<file path="config.mk">
export PLATFORM = sky130hd
export DESIGN_NAME = qdcws_out_buf
export DESIGN_NICKNAME = d
export VERILOG_FILES = /design/src/rtl/core/qdcws_pkg.sv /design/src/rtl/core/qdcws_out_buf.sv
export SDC_FILE = /design/constraint.sdc
export NUM_CORES = 1
export LEC_CHECK = 0
export ABC_AREA = 1
export ABC_CLOCK_PERIOD_IN_PS = 4950
export BUFFER_PORTS_ARGS = -buffer_cell sky130_fd_sc_hd__buf_2
export CELL_PAD_IN_SITES_DETAIL_PLACEMENT = 0
export CELL_PAD_IN_SITES_GLOBAL_PLACEMENT = 2
export CORE_ASPECT_RATIO = 1.5
export CORE_MARGIN = 4
export CORE_UTILIZATION = 32
export DETAILED_ROUTE_END_ITERATION = 12
export PLACE_DENSITY_LB_ADDON = 0.1
export SYNTH_ARGS = -nofsm -noshare
export SYNTH_HDL_FRONTEND = slang
export SYNTH_SLANG_ARGS = --single-unit
</file>
<file path="constraint.sdc">
create_clock -name clk -period 4.95 [get_ports clk]
set_input_delay 0.99 -clock clk [delete_from_list [all_inputs] [get_ports clk]]
set_output_delay 0.99 -clock clk [all_outputs]
set_load 0.05 [all_outputs]
</file>
<file path="src/rtl/core/qdcws_pkg.sv">
// ----------------------------------------------------------------------------
// QDC word sparsifier package
// Shared constants, command codes and the structs that pass between the
// channel store and the filter stage.
// ----------------------------------------------------------------------------
package qdcws_pkg;

  localparam int CHANNELS         = 256;
  localparam int HELD_PER_CHANNEL = 4;
  localparam int MAX_RESULTS      = 5;
  localparam int WORD_W           = 32;
  localparam int CH_W             = $clog2(CHANNELS);
  localparam int SLOT_W           = $clog2(HELD_PER_CHANNEL);
  localparam int CNT_W            = 3;
  localparam int RES_CNT_W        = $clog2(MAX_RESULTS + 1);
  localparam int CODE_W           = 6;

  localparam logic [CNT_W-1:0]  CNT_ZERO  = '0;
  localparam logic [CNT_W-1:0]  CNT_Q     = CNT_W'(2);
  localparam logic [CNT_W-1:0]  CNT_HELD  = CNT_W'(HELD_PER_CHANNEL);
  localparam logic [CNT_W-1:0]  COUNT_SAT = CNT_W'(5);
  localparam logic [SLOT_W-1:0] SLOT_FIRST = '0;
  localparam logic [SLOT_W-1:0] SLOT_Q     = SLOT_W'(2);

  localparam logic [CODE_W-1:0] CODE_MEAN   = 6'h37;
  localparam logic [CODE_W-1:0] CODE_DROP_A = 6'h32;
  localparam logic [CODE_W-1:0] CODE_DROP_B = 6'h33;
  localparam logic [CODE_W-1:0] CODE_DROP_C = 6'h34;
  localparam logic [CODE_W-1:0] CODE_PROC   = 6'h20;
  localparam logic [CODE_W-1:0] CODE_Q_MASK = 6'h30;
  localparam logic [CODE_W-1:0] CODE_Q      = 6'h20;

  localparam logic [1:0] MODE_KEEP_FIRST = 2'd0;
  localparam logic [1:0] MODE_HOLD       = 2'd1;
  localparam logic [1:0] MODE_PASS       = 2'd2;

  localparam logic REG_MODE = 1'b0;
  localparam logic REG_MASK = 1'b1;

  typedef enum logic [1:0] {
    CMD_FIRST_HDR = 2'd0,
    CMD_HDR       = 2'd1,
    CMD_DATA      = 2'd2,
    CMD_FLUSH     = 2'd3
  } cmd_t;

  typedef logic [HELD_PER_CHANNEL-1:0][WORD_W-1:0] row_t;
  typedef logic [MAX_RESULTS-1:0][WORD_W-1:0]      result_row_t;

  typedef struct packed {
    logic               st_we;
    logic               held_we;
    logic [CH_W-1:0]    ch;
    logic [SLOT_W-1:0]  slot;
    logic [WORD_W-1:0]  word;
    logic [CNT_W-1:0]   cnt;
    logic               pq;
  } chan_wr_t;

  typedef struct packed {
    logic [CNT_W-1:0] cnt;
    logic             pq;
    row_t             row;
  } chan_rd_t;

  function automatic logic [CH_W-1:0] chan_of(input logic [WORD_W-1:0] w);
    chan_of = {w[31:28], w[25:22]};
  endfunction

endpackage

</file>
<file path="src/rtl/core/qdcws_out_buf.sv">
// ----------------------------------------------------------------------------
// QDC word sparsifier output buffer
// Holds the result words of one input item and hands them out one per
// transfer, marking the last one.
// ----------------------------------------------------------------------------
module qdcws_out_buf (
  input  logic                            clk,
  input  logic                            rst,
  input  logic                            load,
  input  logic [qdcws_pkg::RES_CNT_W-1:0] load_n,
  input  qdcws_pkg::result_row_t          load_w,
  output logic                            free,
  output logic                            out_valid,
  input  logic                            out_ready,
  output logic [qdcws_pkg::WORD_W-1:0]    out_word,
  output logic                            last_of_run
);
  import qdcws_pkg::*;

  result_row_t           buf_w;
  logic [RES_CNT_W-1:0]  buf_n;
  logic                  out_fire;

  assign out_valid   = (buf_n != '0);
  assign out_word    = buf_w[0];
  assign last_of_run = (buf_n == RES_CNT_W'(1));
  assign out_fire    = out_valid && out_ready;
  assign free        = (buf_n == '0) || (last_of_run && out_ready);

  always_ff @(posedge clk) begin
    if (rst) begin
      buf_n <= '0;
    end else if (load) begin
      buf_n <= load_n;
    end else if (out_fire) begin
      buf_n <= buf_n - RES_CNT_W'(1);
    end
  end

  always_ff @(posedge clk) begin
    if (load) begin
      buf_w <= load_w;
    end else if (out_fire) begin
      for (int i = 0; i < MAX_RESULTS - 1; i++) begin
        buf_w[i] <= buf_w[i + 1];
      end
    end
  end

endmodule

</file>
==> flow_summary.ini <==
[timing]
clock_skew_ps = 9.52
rsz0062_at_grt = false
finalCritPeriodShare_pct = 55.7
hold_viol_final = 0
clock.fmax_mhz = 363
period_needed_ps = 2760
hold_slack_ps = 508
setup_ws_ps = 2190
setup-tns-final_ps = 0
drv_slew = 0
setup_viol_count_final = 0
tightest_slew_ps = 1120
max-slew-margin-rel_pct = 25.3

[status]
status = finished, final reports clean

[drt]
wl_per_cell_um = 13.6
dr.pass1.iters = 6
viasPerCell = 4.14
drt_first_iter_violations = 197
drtAntennaViolNets = 0
vias = 4530
wl_um = 14900
drc = 0

[synthesis]
synthTopCellsByArea = edfxtp_1 (69%), nand2_1 (21%), buf_4 (3.6%)
synth_commonest_cells = nand2_1 (396), edfxtp_1 (160), buf_4 (33)
synth_area_per_cell_um2 = 10.8
synth.largest_area_cell = edfxtp_1
seq_area_frac_synth_pct = 70.0
synth_top_family_by_area = simple AND/OR/NAND/NOR gates
synth_compound_area_share_pct = 0.216
yosys.area_share.xor_xnor_pct = 0
synth_edf_count = 160
yosysWarnings = 0
async_flop_share_pct = 0
ys_ff_latch = 163
netlist_area_um2 = 6950
synth_fa_ha_area_share_pct = 0.540
syn_nets = 816
yosys.area_share.simple_pct = 22.1
synth_top_area_share_pct = 69.1
yosys.cell_types.count = 16
synth_mux_area_share_pct = 0
synth_cells = 646
synth_ff_type = edfxtp_1
yosysMostFrequentCell = nand2_1

[clock_tree]
ctsResizeCount = 0
htree_levels = 4
cts_buffer_depth = 2
cts_setup_buffers = 0
clk_pin_slew_ps = 60
cts_buffers = 17
holdBufCountCts = 0
cts_sinks = 163
insertion_delay_ps = 420
cts_tree = built
cts_root_buffer = clkbuf_16

[critical_path]
crit_chain = buf_6 -> a21oi_1 -> inv_6
crit_family = buffers and inverters
critPathLaunch = load
slowest_delay_ps = 880
timing.rr.start = buf_n[0]
crit_slowest_cell = inv_6
worst_setup_path_start_kind = input pin
crit_type = in2reg
crit_buf_inv = 2
endpoint_kind = flip-flop
arrival_ps = 2790
crit_required_ps = 4990
path_max_fanout = 128

[floorplan]
die_y_um = 189
start_util_pct = 32.7
dieArea_um2 = 24200
core-area_um2 = 21200
fp-row-count = 65
die_w_um = 128
ios = 202

[power]
pwr_density_cell_nw_per_um2 = 399
ir_drop_mv = 0.195
p_leak_nw = 3.93

[placement]
dp_cells = 1056
dpl_cell_area_um2 = 7860
hpwl_um = 10200
finalWeightedCongestion = 0.748
pre_cts_slack_ps = 1740
port-buffer-count = 201

[global_route]
grt_pass1_vias = 4619
antenna_found_initial = 6
grt_pass1_wl_um = 23000
track_usage_pct = 12.3
grt-ovfl-total = 0
grt_max_degree = 129

[cells_and_area]
instances_no_fill = 1093
regArea_um2 = 4860
drive_gt1_share_pct = 28.5
fillers = 2149
multi_input_area_um2 = 1590
final_area_um2 = 8390
nets = 977
syn2layout_area_growth_pct = 20.7

[flow_run]
maxCapViolations = 0

[worst_hold_path]
hp-class = reg2reg
min-delay-start = buf_w[44]
==> per-layer routing <==
metal / wire length [um] / part of all wire (%) / GRT usage [%]
met5: 7 / 0.047 / 0
met4: 258 / 1.7 / 5.02
met3: 1060 / 7.1 / 4.40
met2: 6990 / 47 / 19.1
met1: 6560 / 44 / 15.4
==> final timing paths <==
| check | end | slack (ps) | cells after the start |
|---|---|---|---|
| setup / recovery | buf_w[91] | 2190 | 3 |
| hold / removal | out_word[12] | 510 | 2 |
| setup reg to reg | buf_w[91] | 2710 | 5 |
| hold reg to reg | out_word[12] | 510 | 2 |
==> sequential cells by signal (all words and copies together), names as in the netlist <==
signal,cells
out_word,32
buf_w,128
buf_n,3
==> layout make-up <==
class                   instances  area share (%)
multi-input cells             414            19.0
diodes                          5           0.149
clock inverters                14            1.07
repair buffers                203            12.2
well taps                     268            4.00
clock buffers                  18            5.12
inverters                       8           0.447
flip-flops and latches        163            58.0
==> logic make-up after synthesis <==
kind of cell               after synthesis
and+or+nand+nor                        408
DFF                                    163
buffers and inverters                   69
AOI/OAI and AO/OA                        3
adders and majority gates                3
==> tightest hold or removal path, stage by stage (launching register included) <==
cell,delay (ps)
edfxtp_1,320
nand2_1,50
nand2_1,40
==> per-stage QoR <==
step                util, %  total power, mW
global placement       37.0             2.22
CTS                    39.5             3.40
detailed placement     37.0             2.23
finish                 39.5             3.35
floorplan                 -             2.12
global route           39.5             3.50
==> cell usage in the layout (no fill, tap or decap), drive strengths merged <==
master / count
nand2: 397
diode: 5
a21oi: 1
inv: 10
ha: 3
nor2: 7
nand3: 4
buf: 203
o21ai: 2
dfxtp: 3
clkinvlp: 4
clkbuf: 18
edfxtp: 160
clkinv: 8
==> power breakdown <==
part / leakage [nW] / switching, mW / internal (mW)
Combinational: 2.04 / 0.314 / 0.126
Sequential: 1.65 / 0.0383 / 1.71
Clock: 0.243 / 0.522 / 0.635
Total: 3.93 / 0.875 / 2.47
Note: power is estimated with default switching activity, not from simulation.
